File: src/rtl/core/soa_pkg.sv
// Package for the slab object allocator: payload structs, size-class tables,
// status and operation codes. No dependencies.
package soa_pkg;

   localparam int CLASS_COUNT = 9;
   localparam int FRAME_NUM_W = 12;
   localparam logic [11:0] HEADER_BYTES = 12'd48;
   localparam logic [15:0] USABLE_BYTES = 16'd4048;
   localparam logic [7:0] NO_SLOT = 8'hFF;

   localparam logic [1:0] OP_ALLOC   = 2'd0;
   localparam logic [1:0] OP_FREE    = 2'd1;
   localparam logic [1:0] OP_REALLOC = 2'd2;

   localparam logic [2:0] ST_OK          = 3'd0;
   localparam logic [2:0] ST_BAD_SIZE    = 3'd1;
   localparam logic [2:0] ST_NO_MEMORY   = 3'd2;
   localparam logic [2:0] ST_BAD_POINTER = 3'd3;
   localparam logic [2:0] ST_NULL_FREE   = 3'd4;

   typedef struct packed {
      logic [1:0]  op;
      logic [15:0] size;
      logic [63:0] address;
      logic        frame_offered;
      logic [7:0]  offered_frame;
   } req_type;

   typedef struct packed {
      logic [2:0]  status;
      logic [63:0] result_address;
      logic        frame_taken;
      logic        frame_released;
      logic [7:0]  released_frame;
      logic [31:0] live_bytes;
      logic [8:0]  live_pages;
      logic [31:0] alloc_total;
      logic [31:0] free_total;
   } rsp_type;

   // Classified request as it waits between front and back
   typedef struct packed {
      logic [1:0]             op;
      logic [15:0]            size;
      logic [63:0]            address;
      logic                   addr_null;
      logic                   size_bad;
      logic [3:0]             cls;
      logic [FRAME_NUM_W-1:0] frame_num;
      logic                   frame_ok;
      logic                   within_ok;
      logic [11:0]            body_off;
      logic                   frame_offered;
      logic [7:0]             offered_frame;
   } cmd_type;

   function automatic logic [3:0] cls_clamp(input logic [3:0] cls);
      return (cls > 4'd8) ? 4'd8 : cls;
   endfunction

   function automatic logic [11:0] class_size(input logic [3:0] cls);
      logic [11:0] sz;
      unique case (cls)
         4'd0:    sz = 12'd16;
         4'd1:    sz = 12'd32;
         4'd2:    sz = 12'd64;
         4'd3:    sz = 12'd128;
         4'd4:    sz = 12'd256;
         4'd5:    sz = 12'd512;
         4'd6:    sz = 12'd1024;
         4'd7:    sz = 12'd2048;
         default: sz = 12'd4048;
      endcase
      return sz;
   endfunction

   function automatic logic [7:0] class_slots(input logic [3:0] cls);
      logic [7:0] n;
      unique case (cls)
         4'd0:    n = 8'd253;
         4'd1:    n = 8'd126;
         4'd2:    n = 8'd63;
         4'd3:    n = 8'd31;
         4'd4:    n = 8'd15;
         4'd5:    n = 8'd7;
         4'd6:    n = 8'd3;
         default: n = 8'd1;
      endcase
      return n;
   endfunction

   function automatic logic [3:0] size_class(input logic [15:0] size);
      logic [3:0] c;
      c = 4'd8;
      for (int i = 7; i >= 0; i--) begin
         if (size <= {4'd0, class_size(4'(i))}) c = 4'(i);
      end
      return c;
   endfunction

   // Slot index from distance past the header; the largest class has one slot
   function automatic logic [7:0] slot_of(input logic [3:0] cls, input logic [11:0] d);
      logic [11:0] s;
      s = '0;
      if (cls < 4'd8) s = d >> (cls + 4'd4);
      return s[7:0];
   endfunction

   function automatic logic slot_aligned(input logic [3:0] cls, input logic [11:0] d);
      logic ok;
      if (cls < 4'd8) ok = ((d & (class_size(cls) - 12'd1)) == 12'd0);
      else ok = (d == 12'd0);
      return ok;
   endfunction

endpackage

File: src/rtl/core/soa_queue.sv
// Two-entry queue of classified requests between front and back end.
// Depends on soa_pkg.
module soa_queue (
   input  logic             clock,
   input  logic             reset,
   input  logic             push,
   input  soa_pkg::cmd_type push_data,
   output logic             full,
   output logic             pop_valid,
   input  logic             pop,
   output soa_pkg::cmd_type pop_data
);
   import soa_pkg::*;

   cmd_type     entry_ff [2];
   logic        wr_ptr_ff, wr_ptr_in;
   logic        rd_ptr_ff, rd_ptr_in;
   logic [1:0]  count_ff, count_in;
   logic        do_pop;

   assign full      = (count_ff == 2'd2);
   assign pop_valid = (count_ff != 2'd0);
   assign pop_data  = entry_ff[rd_ptr_ff];
   assign do_pop    = pop && pop_valid;

   always_comb begin
      wr_ptr_in = wr_ptr_ff ^ push;
      rd_ptr_in = rd_ptr_ff ^ do_pop;
      count_in  = count_ff + {1'b0, push} - {1'b0, do_pop};
   end

   always_ff @(posedge clock) begin
      if (reset) begin
         wr_ptr_ff <= 1'b0;
         rd_ptr_ff <= 1'b0;
         count_ff  <= 2'd0;
      end else begin
         wr_ptr_ff <= wr_ptr_in;
         rd_ptr_ff <= rd_ptr_in;
         count_ff  <= count_in;
      end
      if (push) entry_ff[wr_ptr_ff] <= push_data;
   end

endmodule

File: config.mk
export PLATFORM = sky130hd
export DESIGN_NAME = soa_queue
export DESIGN_NICKNAME = d
export VERILOG_FILES = /design/src/rtl/core/soa_pkg.sv /design/src/rtl/core/soa_queue.sv
export SDC_FILE = /design/constraint.sdc
export NUM_CORES = 1
export LEC_CHECK = 0
export BUFFER_PORTS_ARGS = -buffer_cell sky130_fd_sc_hd__buf_2
export CORE_MARGIN = 4
export CORE_UTILIZATION = 56
export DETAILED_ROUTE_END_ITERATION = 12
export PLACE_DENSITY = 0.95
export SLEW_MARGIN = 10
export SYNTH_ARGS = -nofsm -noshare
export SYNTH_HDL_FRONTEND = slang
export SYNTH_SLANG_ARGS = --single-unit
File: constraint.sdc
create_clock -name clock -period 7 [get_ports clock]
set_input_delay 1.4 -clock clock [delete_from_list [all_inputs] [get_ports clock]]
set_output_delay 1.4 -clock clock [all_outputs]
set_load 0.005 [all_outputs]
==> run_results.csv <==
group,metric,value,unit
floorplan,floorplan.die.width,137,um
clocking,cts-buffers-inserted,24,
pwr,switching_share,0.223,
grt,globalRoute.totalOverflow,0,
pwr,power_frac_seq,0.483,
timing,finalCritPeriodShare,0.605,
timing,tightest_slew,1.00,ns
logic_synthesis,synth_nets,535,
timing,final.setup_skew,0.00879,ns
placed_design,dp_worst_setup_slack,3.28,ns
timing,finalHoldViolCount,0,
clocking,hold_buffer_count_at_cts,0,
pwr,power.total,3.79,mW
timing,setup-tns-final,0,ns
clocking,cts_resized,0,
worst_setup_path,cp_data_arrival_time,2.84,ns
clocking,buffers_from_clock_root_to_sink_at_most,3,
job,timing.max_cap.violations,0,
floorplan,die-height,137,um
detailed_routing,antenna_violating_nets_post_route,0,
grt,grt_util_all_layers,0.184,
detailed_routing,detail_route.iter0.violations,269,
worst_setup_path,timing.setup.critical_path_class,"flop to primary output",
worst_setup_path,crit_slowest_cell,"sky130_fd_sc_hd__dfxtp_4",
detailed_routing,avgRoutedWirePerCell,19.9,um
logic_synthesis,synth.area.top_cells,"sky130_fd_sc_hd__edfxtp_1 (79%), sky130_fd_sc_hd__mux2_2 (9.1%), sky130_fd_sc_hd__mux2_4 (7.9%), sky130_fd_sc_hd__dfxtp_1 (0.86%), sky130_fd_sc_hd__ha_1 (0.54%)",
placed_design,portBuffers,251,
timing,fin_hold_ws,0.612,ns
grt,grt_pass1_wl,26400,um
clocking,cts.htree.levels,1,
layout,most_used_cells_in_the_layout_excluding_fill_and_tap_cells,"sky130_fd_sc_hd__buf_2 (251), sky130_fd_sc_hd__edfxtp_1 (246), sky130_fd_sc_hd__mux2_2 (75), sky130_fd_sc_hd__mux2_4 (49), sky130_fd_sc_hd__clkbuf_16 (25)",
worst_setup_path,critPathCaptureType,"primary output",
pwr,p_per_area,327,mW/mm^2
floorplan,boundaryPins,252,
worst_setup_path,max_stage_delay,0.98,ns
logic_synthesis,mappedNetlistArea,0.00929,mm^2
layout,layout.nets,802,
logic_synthesis,synth_area_leader_cell,"sky130_fd_sc_hd__edfxtp_1",
clocking,cts.reportedPaths.clkPinSlew,0.06,ns
worst_setup_path,worstPathRequired,5.60,ns
floorplan,floorplan.initialDensity,0.579,
logic_synthesis,yosysUniqueCellTypes,15,
grt,initial_antenna_violation_count,1,
detailed_routing,drt-total-wl,18000,um
timing,rsz0062_at_grt,"no",
clocking,clk_root_buffer_cell,"sky130_fd_sc_hd__clkbuf_16",
layout,post_route_cells_drive_above_1_share,0.610,
logic_synthesis,gate_count_after_technology_mapping,404,
logic_synthesis,synth-seq-cells,250,
logic_synthesis,yosys_warnings,0,
floorplan,rows,46,
detailed_routing,first_pass_iters,4,
clocking,cts_sinks,250,
pwr,net-switching-power,844,uW
pwr,power.clock.fraction,0.348,
clocking,clk_latency,0.50,ns
layout,area_growth_syn_to_layout,24.7,%
grt,via_count_of_the_first_global_routing_pass,5070,
timing,max_clock_freq,0.236,GHz
floorplan,floorplan.core_area,0.0161,mm^2
worst_setup_path,crit_fanout,57,
clocking,post-cts-setup-buffer-count,0,
logic_synthesis,area_share_of_the_largest_cell_type_after_synthesis,0.795,
placed_design,routabilityCongestion,0.775,
layout,final_common_cell,"sky130_fd_sc_hd__buf_2",
timing,timing.slew.headroom,0.331,
detailed_routing,post-route-drc-count,0,
outcome,status,"finished, final reports clean",
detailed_routing,vias_per_cell,5.18,
pwr,power_frac_comb,0.169,
pwr,leakage,4.47,nW
layout,diodes,0,
timing,setup_viol_count_final,0,
clocking,cts_tree,"done",
grt,grt_start_max_net_pins,69,
timing,slew_violations,0,
worst_setup_path,critical_path.cell_chain,"buf_4, mux2_2, buf_2",
detailed_routing,vias,4692,
floorplan,fp.dieArea,0.0187,mm^2
pwr,peakVddDrop,0.226,mV
logic_synthesis,syn-mean-instance-area,23.0,um^2
pwr,power_report.internal_total,2.95,mW
timing,finalCriticalPeriod,4.24,ns
logic_synthesis,seq_area_frac_synth,0.804,
min_path,holdCritPathClass,"flop to flop",
timing,layout_setup_ws,2.76,ns
placed_design,place_hpwl,12100,um
worst_setup_path,timing.critical_path.from_type,"flop",
[Yosys cell counts]
cell type,number
sky130_fd_sc_hd__nor2_1,3
sky130_fd_sc_hd__dfxtp_1,4
sky130_fd_sc_hd__buf_6,4
sky130_fd_sc_hd__buf_8,2
sky130_fd_sc_hd__o21a_1,1
sky130_fd_sc_hd__xnor3_1,1
sky130_fd_sc_hd__or2_2,1
sky130_fd_sc_hd__mux2_2,75
sky130_fd_sc_hd__mux2_4,49
sky130_fd_sc_hd__inv_1,3
sky130_fd_sc_hd__edfxtp_1,246
sky130_fd_sc_hd__ha_1,4
sky130_fd_sc_hd__nor2b_1,3
sky130_fd_sc_hd__buf_4,1
sky130_fd_sc_hd__buf_2,7
[kinds of logic (layout without fill, tap and decap cells)]
logic type      Yosys count  in the layout  synth area share
simple gates              7              7           0.00391
compound gates            1              1          0.000808
flops                   250            250             0.804
mux                     124            124             0.170
buf+inv                  17            302            0.0139
fa+ha+maj                 4              4           0.00539
xor+xnor                  1              1           0.00242
[metal layers]
metal,wire [um],track usage,vias up,share of wire
met5,12,0,-,0.00067
met4,447,0.0626,2,0.025
met3,1480,0.0489,37,0.082
met2,9450,0.332,222,0.52
met1,6610,0.213,2293,0.37
li1,-,-,2138,-
[path summary, 6_finish.rpt]
check	cells past startpoint	to	startpoint	slack, ns
worst max register to register	3	entry_ff[0][17]$_DFFE_PP_	wr_ptr_ff$_SDFF_PP0_	4.63
worst min register to register	3	wr_ptr_ff$_SDFF_PP0_	wr_ptr_ff$_SDFF_PP0_	0.61
worst max-delay path	3	pop_data[70]	rd_ptr_ff$_SDFF_PP0_	2.76
worst min-delay path	3	wr_ptr_ff$_SDFF_PP0_	wr_ptr_ff$_SDFF_PP0_	0.61
[power groups by stage]
stage | Sequential (mW) | Clock (mW) | Combinational, mW
after CTS | 1.83 | 1.34 | 0.649
after detailed placement | 1.86 | 0 | 0.644
after global routing | 1.84 | 1.42 | 0.688
after floorplan | 1.81 | 0 | 0.447
final | 1.83 | 1.32 | 0.640
after global placement | 1.85 | 0 | 0.621
[sequential cells by signal, indices dropped and copies added, names as in the netlist]
name / cells
entry_ff: 246
wr_ptr_ff: 1
count_ff: 2
rd_ptr_ff: 1
[through the flow]
step,area [um^2],util,instances
floorplan,9290,-,404
global placement,10800,0.670,861
detailed placement,10800,0.670,861
CTS,11600,0.722,905
global route,11600,0.722,905
finish,11600,0.722,905
[layout make-up]
cell class	count	area (um^2)
fillers	928	4470
clock inverters	11	125
well taps	216	270
inverters	3	11.3
flip-flops and latches	250	7470
multi-input cells	137	1720
clock buffers	33	706
repair buffers	255	1290
[worst max-delay path, delay by kind of cell (launching register included)]
kind | cells | cell delay, ns
buf+inv | 2 | 0.81
flops | 1 | 0.98
mux | 1 | 0.42
Power figures use the tool's default switching activity.
