## src/rtl/core/soa_pkg.sv

```systemverilog
// Package for the slab object allocator: payload structs, size-class tables,
// status and operation codes. No dependencies.
package soa_pkg;

   localparam int CLASS_COUNT = 9;
   localparam int FRAME_NUM_W = 12;
   localparam logic [11:0] HEADER_BYTES = 12'd48;
   localparam logic [15:0] USABLE_BYTES = 16'd4048;
   localparam logic [7:0] NO_SLOT = 8'hFF;

   localparam logic [1:0] OP_ALLOC   = 2'd0;
   localparam logic [1:0] OP_FREE    = 2'd1;
   localparam logic [1:0] OP_REALLOC = 2'd2;

   localparam logic [2:0] ST_OK          = 3'd0;
   localparam logic [2:0] ST_BAD_SIZE    = 3'd1;
   localparam logic [2:0] ST_NO_MEMORY   = 3'd2;
   localparam logic [2:0] ST_BAD_POINTER = 3'd3;
   localparam logic [2:0] ST_NULL_FREE   = 3'd4;

   typedef struct packed {
      logic [1:0]  op;
      logic [15:0] size;
      logic [63:0] address;
      logic        frame_offered;
      logic [7:0]  offered_frame;
   } req_type;

   typedef struct packed {
      logic [2:0]  status;
      logic [63:0] result_address;
      logic        frame_taken;
      logic        frame_released;
      logic [7:0]  released_frame;
      logic [31:0] live_bytes;
      logic [8:0]  live_pages;
      logic [31:0] alloc_total;
      logic [31:0] free_total;
   } rsp_type;

   // Classified request as it waits between front and back
   typedef struct packed {
      logic [1:0]             op;
      logic [15:0]            size;
      logic [63:0]            address;
      logic                   addr_null;
      logic                   size_bad;
      logic [3:0]             cls;
      logic [FRAME_NUM_W-1:0] frame_num;
      logic                   frame_ok;
      logic                   within_ok;
      logic [11:0]            body_off;
      logic                   frame_offered;
      logic [7:0]             offered_frame;
   } cmd_type;

   function automatic logic [3:0] cls_clamp(input logic [3:0] cls);
      return (cls > 4'd8) ? 4'd8 : cls;
   endfunction

   function automatic logic [11:0] class_size(input logic [3:0] cls);
      logic [11:0] sz;
      unique case (cls)
         4'd0:    sz = 12'd16;
         4'd1:    sz = 12'd32;
         4'd2:    sz = 12'd64;
         4'd3:    sz = 12'd128;
         4'd4:    sz = 12'd256;
         4'd5:    sz = 12'd512;
         4'd6:    sz = 12'd1024;
         4'd7:    sz = 12'd2048;
         default: sz = 12'd4048;
      endcase
      return sz;
   endfunction

   function automatic logic [7:0] class_slots(input logic [3:0] cls);
      logic [7:0] n;
      unique case (cls)
         4'd0:    n = 8'd253;
         4'd1:    n = 8'd126;
         4'd2:    n = 8'd63;
         4'd3:    n = 8'd31;
         4'd4:    n = 8'd15;
         4'd5:    n = 8'd7;
         4'd6:    n = 8'd3;
         default: n = 8'd1;
      endcase
      return n;
   endfunction

   function automatic logic [3:0] size_class(input logic [15:0] size);
      logic [3:0] c;
      c = 4'd8;
      for (int i = 7; i >= 0; i--) begin
         if (size <= {4'd0, class_size(4'(i))}) c = 4'(i);
      end
      return c;
   endfunction

   // Slot index from distance past the header; the largest class has one slot
   function automatic logic [7:0] slot_of(input logic [3:0] cls, input logic [11:0] d);
      logic [11:0] s;
      s = '0;
      if (cls < 4'd8) s = d >> (cls + 4'd4);
      return s[7:0];
   endfunction

   function automatic logic slot_aligned(input logic [3:0] cls, input logic [11:0] d);
      logic ok;
      if (cls < 4'd8) ok = ((d & (class_size(cls) - 12'd1)) == 12'd0);
      else ok = (d == 12'd0);
      return ok;
   endfunction

endpackage

```

## src/rtl/core/soa_front.sv

```systemverilog
// Front end of the slab object allocator: takes requests, sizes them into
// a class and pre-decodes the object address. Depends on soa_pkg.
module soa_front #(
   parameter int PAGE_COUNT = 256
) (
   input  logic             req_valid,
   output logic             req_ready,
   input  soa_pkg::req_type req_data,
   input  logic [63:0]      window_base,
   input  logic             q_full,
   output logic             q_push,
   output soa_pkg::cmd_type cmd
);
   import soa_pkg::*;

   logic [63:0] offset;

   assign offset    = req_data.address - window_base;
   assign req_ready = !q_full;
   assign q_push    = req_valid && !q_full;

   always_comb begin
      cmd.op            = req_data.op;
      cmd.size          = req_data.size;
      cmd.address       = req_data.address;
      cmd.addr_null     = (req_data.address == 64'd0);
      cmd.size_bad      = (req_data.size == 16'd0) || (req_data.size > USABLE_BYTES);
      cmd.cls           = size_class(req_data.size);
      cmd.frame_num     = offset[23:12];
      cmd.frame_ok      = (offset[63:12] < 52'(PAGE_COUNT));
      cmd.within_ok     = (offset[11:0] >= HEADER_BYTES);
      cmd.body_off      = offset[11:0] - HEADER_BYTES;
      cmd.frame_offered = req_data.frame_offered;
      cmd.offered_frame = req_data.offered_frame;
   end

endmodule

```

## config.mk

```make
export PLATFORM = sky130hd
export DESIGN_NAME = soa_front
export DESIGN_NICKNAME = d
export VERILOG_FILES = /design/src/rtl/core/soa_pkg.sv /design/src/rtl/core/soa_front.sv
export SDC_FILE = /design/constraint.sdc
export NUM_CORES = 1
export LEC_CHECK = 0
export BUFFER_PORTS_ARGS = -buffer_cell sky130_fd_sc_hd__clkbuf_2
export CORE_ASPECT_RATIO = 0.7
export CORE_MARGIN = 3
export CORE_UTILIZATION = 40
export DETAILED_ROUTE_END_ITERATION = 10
export PLACE_DENSITY = 0.77
export SLEW_MARGIN = 5
export SYNTH_ARGS = -nofsm -noshare
export SYNTH_HDL_FRONTEND = slang
export SYNTH_SLANG_ARGS = --single-unit
```

## constraint.sdc

```tcl
create_clock -name vclk -period 10.05
set_input_delay 2.01 -clock vclk [all_inputs]
set_output_delay 2.01 -clock vclk [all_outputs]
set_load 0.01 [all_outputs]
```

==> results.md, run 1 <==
- Dpl hpwl: slightly below 20,000 um
- Cell count after synthesis: 896
- Chip Width: 151.0 um
- Cts-stage hold buffer count: 0
- Post-CTS Resized: 0
- Worst-path maximum fanout: 10
- Seq cells: 0
- Final setup vio count: 0
- Area Overhead vs Synth: 11.16%
- PwrDens: around 71 mW/mm2
- Final period utilization: 87.31%
- Drt pass-1 iters: 6
- Ports: 282
- ANT nets after route: 0
- Slew Limit Fails: 0
- Antenna cells: 0
- WS Path Type: input port to output pin
- Post-CTS Setup Bufs: 0
- Max Clk Rate: approximately 0.11 GHz
- Initial antenna violation count: 0
- RSZ-0062 raised after global routing: false
- Total Power: between 0.4 and 0.5 mW
- Crit path DAT: 6.76 ns
- Die Y-Extent: ~110 um
- Fillers: 1,520
- Min-Delay Path Class: input port to output pin
- Area contributors post-synth: ha_1 (14%), buf_4 (12%), a21oi_1 (8.1%), inv_1 (5.6%), xnor2_1 (4.9%)
- Layout cells sized above 1: 28.10%
- Critical Path Source Type: input port
- Slew @ Worst Pin: 1.028 ns
- Leakage power total: 3.311 nW
- Initial core utilization: between 40% and 50%
- VDD IR max: 0.03640 mV
- Routed length per instance: 17.86 um
- Largest net degree at the start of global routing: 12
- Slew headroom: between 30% and 40%
- Clock buffers: 0
- Vias in the first global route: 6,030
- Min Tclk post-route: 8.774 ns
- Mean post-synth cell area: between 6 and 7 um2
- Vias per inst: ~5.8
- Status: complete, no violations
- Post-synthesis sequential area ratio: 0%
- Gr ovfl total: 0
- WHS: 4.020 ns
- Placer Congestion: 1.008
- FF+latch area: 0 um2
- Commonest non-fill, non-tap cell in the layout: clkbuf_2
- Num rows: 36
- Syn nets: 1,118
- Yosys warnings: 0
- Distinct cells, synth: 82
- Share of the synthesized area in the top cell type: 13.60%
- Gr usage total: 24.73%
- Vias: 7,141
- Post-layout nets: 1,256
- Initial DRC count: 758
- Footprint of the multi-input gates: 0.004676 mm2
- Max-cap violations: 0
- Setup TNS: 0 ns
- Setup crit end kind: output pin
- Final hold violations: 0
- Die ar.: 0.01624 mm2
- Port Buf Inserts: 260
- CP required: 8.04 ns
- Cell taking the most area after synthesis: ha_1
- Mapped Area: 0.005888 mm2
- Core Area: around 0.014 mm2
- WL final: 21,830 um
- DRC: 0
- Commonest cells after routing, fill and taps aside: clkbuf_2 (260), a21oi_1 (95), inv_1 (88)
- First-pass GRT wire length: 32,570 um
-- final timing paths --
| kind | from | endpoint | slack, ns | cells past startpoint |
|---|---|---|---|---|
| worst max-delay path | req_data[18] | cmd[22] | 1.28 | 14 |
| worst min-delay path | req_data[90] | cmd[122] | 4.02 | 0 |
-- cells in the mapped netlist (8+ instances only) --
library cell / number
a211oi_1: 8
nor4_1: 24
nand4_1: 35
nor3_1: 17
nor2b_1: 9
xor2_1: 15
o21bai_1: 12
buf_4: 94
nand2_1: 76
nand3_1: 12
o21a_1: 13
ha_1: 64
clkbuf_1: 11
o211ai_1: 9
nor2_1: 55
o21ai_0: 52
inv_1: 88
nand2b_1: 8
buf_2: 13
a31oi_1: 11
xnor2_1: 33
a21o_1: 22
a21oi_1: 95
-- power breakdown --
group / internal, mW / total, mW / switching [mW] / leakage (nW)
sequential: 0 / 0 / 0 / 0
combinational: 0.178 / 0.467 / 0.289 / 3.31
clock: 0 / 0 / 0 / 0
-- worst max-delay path, stage by stage --
cell and delay (ns):
clkbuf_2 0.11, ha_1 0.51, nand4_1 0.16, a2111o_1 0.37, a31o_2 0.26, a211oi_1 0.54, a211oi_1 0.28, o21ai_0 0.72
xnor2_1 0.21, nand2_1 0.09, or4_1 0.52, or4_1 0.54, nor4_2 0.26, clkbuf_2 0.18
-- cell families after synthesis --
logic type      Yosys count  share of synthesized area [%]
fa+ha+maj                65                          13.94
simple gates            274                          24.50
xor+xnor                 48                          7.140
compound gates          291                          32.75
buf+inv                 212                          20.59
mux                       6                          1.084
-- final cells by class --
cell class                      count  share of cell area [%]
Tap cell                          190                   3.632
Multi-Input combinational cell    684                   71.44
Inverter                           88                   5.047
Timing Repair Buffer              260                   19.88
-- through the flow --
step,setup slack [ns],cells,instance area [um2],util [%]
final,1.276,1222,6545,46.28
after global routing,1.242,1222,6545,46.28
after CTS,1.480,1222,6545,46.28
after detailed placement,1.485,1222,6545,46.28
after global placement,1.421,1222,6545,46.28
after floorplan,2.544,896,5888,-
-- metal layers --
metal | GRT usage (%) | wire length (um) | share of wire [%] | vias to the layer above
li1 | - | - | - | 3456
met3 | 4.209 | 2675 | 12 | 9
met1 | 40.94 | 10720 | 49 | 3237
met2 | 34.07 | 8329 | 38 | 439
met5 | 0 | 0 | 0 | -
met4 | 0.5821 | 106 | 0.49 | 0
(Power assumes the default switching activity.)
==> run 2: changes to the inputs <==
BUFFER_PORTS_ARGS = -buffer_cell sky130_fd_sc_hd__buf_2   (was -buffer_cell sky130_fd_sc_hd__clkbuf_2)
CORE_MARGIN = unset   (was 3)
clock period = 8.37 ns   (was 10.05 ns; I/O delays follow)
==> run 2 against run 1 <==
Net effect: global-route usage rose by 1.9 points; setup slack got worse by 0.55 ns; combinational power rose by 19%; first-iteration DRC count fell by 9.9%; critical path type unchanged; critical endpoint unchanged; largest cell class unchanged; largest power group unchanged.
==> results.md, run 2 (synthesized netlist as in run 1, its figures left out) <==
- Gr ovfl total: 0 (unchanged)
- Clock buffers: 0 (unchanged)
- Post-layout nets: 1,257 (was 1,256)
- Dpl ws: 0.7754 ns (was 1.485 ns)
- Post-Layout Cell Count: 1,223 (was 1,222)
- WS Path Type: input port to output pin (unchanged)
- Port Buf Inserts: 260 (unchanged)
- Commonest non-fill, non-tap cell in the layout: buf_2 (was clkbuf_2)
- Slew @ Worst Pin: 0.9277 ns (was 1.028 ns)
- Chip Width: 147.0 um (was 151.0 um)
- Setup crit end kind: output pin (unchanged)
- Int Power: 0.2151 mW (was 0.1780 mW)
- Dpl hpwl: 18,620 um (was 19,250 um)
- Status: complete, no violations (unchanged)
- Core Area: 0.01414 mm2 (unchanged)
- Max-cap violations: 0 (unchanged)
- Worst path buffer plus inverter count: 3 (was 2)
- Die ar.: 0.01522 mm2 (was 0.01624 mm2)
- Largest stage delay, worst path: 0.65 ns (was 0.72 ns)
- Crit path DAT: 5.97 ns (was 6.76 ns)
- Min-Delay Path Class: input port to output pin (unchanged)
- CP delay by family, top: simple AND/OR/NAND/NOR gates (was compound AO/OA/AOI/OAI gates)
- Critical Path Source Type: input port (unchanged)
- WL final: 21,410 um (was 21,830 um)
- ANT nets after route: 0 (unchanged)
- Vias: 7,126 (was 7,141)
- Post-CTS Resized: 0 (unchanged)
- Post-CTS Setup Bufs: 0 (unchanged)
- Ports: 282 (unchanged)
- Slew headroom: 37.58% (was 30.81%)
- RSZ-0062 raised after global routing: false (unchanged)
- Vias per inst: 5.827 (was 5.844)
- Initial core utilization: 41.63% (unchanged)
- Worst-path maximum fanout: 5 (was 10)
- FF+latch area: 0 um2 (unchanged)
- Part of the power in registers: 0% (about the same)
- Die Y-Extent: 103.5 um (was 107.5 um)
- Worst Slack Setup Final: 0.7278 ns (was 1.276 ns)
- Final hold violations: 0 (unchanged)
- Seq cells: 0 (unchanged)
- First-pass GRT wire length: 33,230 um (was 32,570 um)
- Commonest cells after routing, fill and taps aside: buf_2 (260), a21oi_1 (95), inv_1 (88) (was clkbuf_2 (260), a21oi_1 (95), inv_1 (88))
- Cell Chain, Critical Path: buf_2, inv_1, ha_1, fa_1, nand2b_1, a21oi_2, o2111ai_1, a31oi_1, a211oi_2, xnor2_1, or4_1, or4_1, or4_1, nor4_2, buf_2 (was clkbuf_2, ha_1, nand4_1, a2111o_1, a31o_2, a211oi_1, a211oi_1, o21ai_0, xnor2_1, nand2_1, or4_1, or4_1, nor4_2, clkbuf_2)
- CP dominant cell by count: or4_1
- Max Clk Rate: 0.1309 GHz
- DRC: 0 (unchanged)
- Final setup vio count: 0 (unchanged)
- Critical-path top delay cell: a31oi_1 (was o21ai_0)
- Comb pwr share: 100.0% (about the same)
- Initial DRC count: 683 (was 758)
- Clock power frac: 0% (about the same)
- Cts-stage hold buffer count: 0 (unchanged)
- Leakage power total: 3.262 nW (was 3.311 nW)
- Area Overhead vs Synth: 11.28% (was 11.16%)
- Num rows: 36 (unchanged)
- Placed Cells: 1,223 (was 1,222)
- Vias in the first global route: 6,251 (was 6,030)
- Total Power: 0.5575 mW (was 0.4674 mW)
- PwrDens: 85.08 mW/mm2 (was 71.42 mW/mm2)
- Initial antenna violation count: 0 (unchanged)
- Gr usage total: 26.66% (was 24.73%)
- Layout cells sized above 1: 28.17% (was 28.10%)
- Antenna cells: 0 (unchanged)
- Setup TNS: 0 ns (unchanged)
- Drt pass-1 iters: 5 (was 6)
- Placer Congestion: 1.076 (was 1.008)
- Sw frac: 61.41% (was 61.92%)
- Routed length per instance: 17.51 um (was 17.86 um)
- Min Tclk post-route: 7.642 ns
- Largest net degree at the start of global routing: 12 (unchanged)
- CP required: 6.70 ns (was 8.04 ns)
- Slew Limit Fails: 0 (unchanged)
- WHS: 3.348 ns (was 4.020 ns)
- Sw power: 0.3424 mW (was 0.2894 mW)
- VDD IR max: 0.03350 mV (was 0.03640 mV)
- Final period utilization: 91.30%
## run 2: changes by cell type in the layout (fill, tap and decap cells not counted), sizes merged
| cell | change |
|---|---|
| buf | +261 |
| clkbuf | -260 |
## run 2: power by group through the flow
stage	Combinational [mW]	Sequential (mW)	Clock [mW]
2_1_floorplan	0.391	0	0
3_3_place_gp	0.540	0	0
3_5_place_dp	0.540	0	0
4_1_cts	0.544	0	0
5_1_grt	0.604	0	0
6_report	0.557	0	0
## run 2: routing by layer
metal	vias to the layer above	wire, um	track usage [%]
met3	24	2693	5.815
met2	458	8367	37.41
li1	3447	-	-
met4	0	191	2.209
met5	-	0	0
met1	3197	10160	41.77
## run 2: path summary, 6_finish.rpt
| check | slack [ns] | depth (start not counted) | from | to |
|---|---|---|---|---|
| worst max-delay path | 0.73 | 15 | req_data[9] | cmd[22] |
| worst min-delay path | 3.35 | 0 | req_data[6] | cmd[6] |
## run 2: final cells by class
| type | instances | area (um2) |
|---|---|---|
| multi-input cells | 684 | 4676 |
| repair buffers | 261 | 1309 |
| well taps | 190 | 237.7 |
| inverters | 88 | 330.3 |
| fillers | 1528 | 7591 |
## run 2: stage by stage
step	cell area, um2	util [%]
3_5_place_dp	6553	46.33
2_1_floorplan	5888	-
6_report	6553	46.33
3_3_place_gp	6553	46.33
5_1_grt	6553	46.33
4_1_cts	6553	46.33
==> run 3: changes to the inputs <==
BUFFER_PORTS_ARGS = unset   (was -buffer_cell sky130_fd_sc_hd__buf_2)
DONT_BUFFER_PORTS = 1   (was unset)
PLACE_DENSITY = 0.6   (was 0.77)
==> run 3 against run 2 <==
Net effect: final area shrank 20%; clock-buffer cell count did not move; final cell count shrank 21%; global-route usage is 0.82 points lower; critical endpoint unchanged.
==> results.md, run 3 (synthesized netlist as in run 1, its figures left out) <==
- Vias: 6,184 (was 7,126)
- Footprint of the multi-input gates: 0.004676 mm2 (unchanged)
- Vias in the first global route: 5,393 (was 6,251)
- Die Y-Extent: 103.5 um (unchanged)
- Area after DPL: 0.005251 mm2 (was 0.006553 mm2)
- Max-cap violations: 0 (unchanged)
- Final hold violations: 0 (unchanged)
- Post-Layout Cell Count: 963 (was 1,223)
- CP dominant cell by count: or4_1 (unchanged)
- Seq cells: 0 (unchanged)
- Status: complete, no violations (unchanged)
- Dpl ws: 0.9946 ns (was 0.7754 ns)
- Int Power: 0.1587 mW (was 0.2151 mW)
- Initial DRC count: 662 (was 683)
- RSZ-0062 raised after global routing: false (unchanged)
- Core Area: 0.01414 mm2 (unchanged)
- Critical Path Source Type: input port (unchanged)
- Sw power: 0.2903 mW (was 0.3424 mW)
- Vias per inst: 6.422 (was 5.827)
- Comb pwr share: 100.0% (about the same)
- Setup crit end kind: output pin (unchanged)
- Min Tclk post-route: 7.411 ns (was 7.642 ns)
- Largest net degree at the start of global routing: 12 (unchanged)
- Cts-stage hold buffer count: 0 (unchanged)
- First-pass GRT wire length: 31,520 um (was 33,230 um)
- Num rows: 36 (unchanged)
- Drt pass-1 iters: 5 (unchanged)
- Placer Congestion: 1.003 (was 1.076)
- Min-Delay Path Class: input port to output pin (unchanged)
- DRC: 0 (unchanged)
- Ports: 282 (unchanged)
- Slew @ Worst Pin: 0.9424 ns (was 0.9277 ns)
- Final Core Density: 37.13% (was 46.33%)
- Port Buf Inserts: 0 (was 260)
- Part of the power in registers: 0% (about the same)
- Leakage power total: 2.235 nW (was 3.262 nW)
- Final setup vio count: 0 (unchanged)
- Max Clk Rate: 0.1349 GHz (was 0.1309 GHz)
- Layout cells sized above 1: 4.010% (was 28.17%)
- Area Overhead vs Synth: -10.82% (was 11.28%)
- Slew headroom: 36.60% (was 37.58%)
- Post-CTS Setup Bufs: 0 (unchanged)
- Gr usage total: 25.85% (was 26.66%)
- Die ar.: 0.01522 mm2 (unchanged)
- Initial core utilization: 41.63% (unchanged)
- Placed Cells: 963 (was 1,223)
- Fillers: 1,602 (was 1,528)
- Critical-path top delay cell: a31oi_1 (unchanged)
- Final period utilization: 88.54% (was 91.30%)
- Dpl hpwl: 18,380 um (was 18,620 um)
- VDD IR max: 0.03403 mV (was 0.03350 mV)
- Routed length per instance: 21.63 um (was 17.51 um)
- ANT nets after route: 0 (unchanged)
- Worst path buffer plus inverter count: 1 (was 3)
- CP delay by family, top: simple AND/OR/NAND/NOR gates (unchanged)
- Commonest cells after routing, fill and taps aside: a21oi_1 (95), inv_1 (88), nand2_1 (76) (was buf_2 (260), a21oi_1 (95), inv_1 (88))
- Crit path DAT: 5.74 ns (was 5.97 ns)
- WS Path Type: input port to output pin (unchanged)
- Clock power frac: 0% (about the same)
- Chip Width: 147.0 um (unchanged)
- Post-CTS Resized: 0 (unchanged)
- Cell Chain, Critical Path: inv_1, ha_1, fa_1, nand2b_1, a21oi_2, o2111ai_1, a31oi_1, a21oi_1, o21ai_0, xnor2_1, nand2_1, or4_1, or4_1, nor4_2 (was buf_2, inv_1, ha_1, fa_1, nand2b_1, a21oi_2, o2111ai_1, a31oi_1, a211oi_2, xnor2_1, or4_1, or4_1, or4_1, nor4_2, buf_2)
- Commonest non-fill, non-tap cell in the layout: a21oi_1 (was buf_2)
- FF+latch area: 0 um2 (unchanged)
- Largest stage delay, worst path: 0.61 ns (was 0.65 ns)
- Sw frac: 64.65% (was 61.41%)
- CP required: 6.70 ns (about the same)
- Design area: 0.005251 mm2 (was 0.006553 mm2)
- PwrDens: 85.51 mW/mm2 (was 85.08 mW/mm2)
- Setup TNS: 0 ns (unchanged)
- Slew Limit Fails: 0 (unchanged)
- Total Power: 0.4490 mW (was 0.5575 mW)
- Clock buffers: 0 (unchanged)
- Initial antenna violation count: 0 (unchanged)
- WL final: 20,830 um (was 21,410 um)
- Worst-path maximum fanout: 5 (unchanged)
- Gr ovfl total: 0 (unchanged)
- Post-layout nets: 997 (was 1,257)
- Worst Slack Setup Final: 0.9590 ns (was 0.7278 ns)
- Antenna cells: 0 (unchanged)
- WHS: 3.348 ns (unchanged)
run 3: changes by cell type in the layout (fill, tap and decap cells not counted):
| cell | previous run | this run |
|---|---|---|
| buf_2 | 260 | 0 |
run 3: path summary, 6_finish.rpt:
path / from / endpoint / slack (ns) / cells after the start
max: req_data[9] / cmd[22] / 0.96 / 14
min: req_data[0] / cmd[0] / 3.35 / 0
run 3: cell type report:
class                      count  share of cell area [%]
multi-input combinational    684                   89.04
inverter                      88                   6.290
tap                          190                   4.527
timing repair buffer           1                  0.1430
run 3: power groups by stage:
stage / Clock [mW] / Combinational [mW] / Sequential (mW)
finish: 0 / 0.449 / 0
global route: 0 / 0.487 / 0
CTS: 0 / 0.439 / 0
detailed placement: 0 / 0.436 / 0
global placement: 0 / 0.440 / 0
floorplan: 0 / 0.391 / 0
run 3: layer usage:
metal  vias up  track usage, %  part of all wire, %
met5         -               0                    0
met4         0           2.209                 0.78
met3        12           6.740                   14
met2       425           35.21                   38
met1      2822           40.63                   47
li1       2925               -                    -
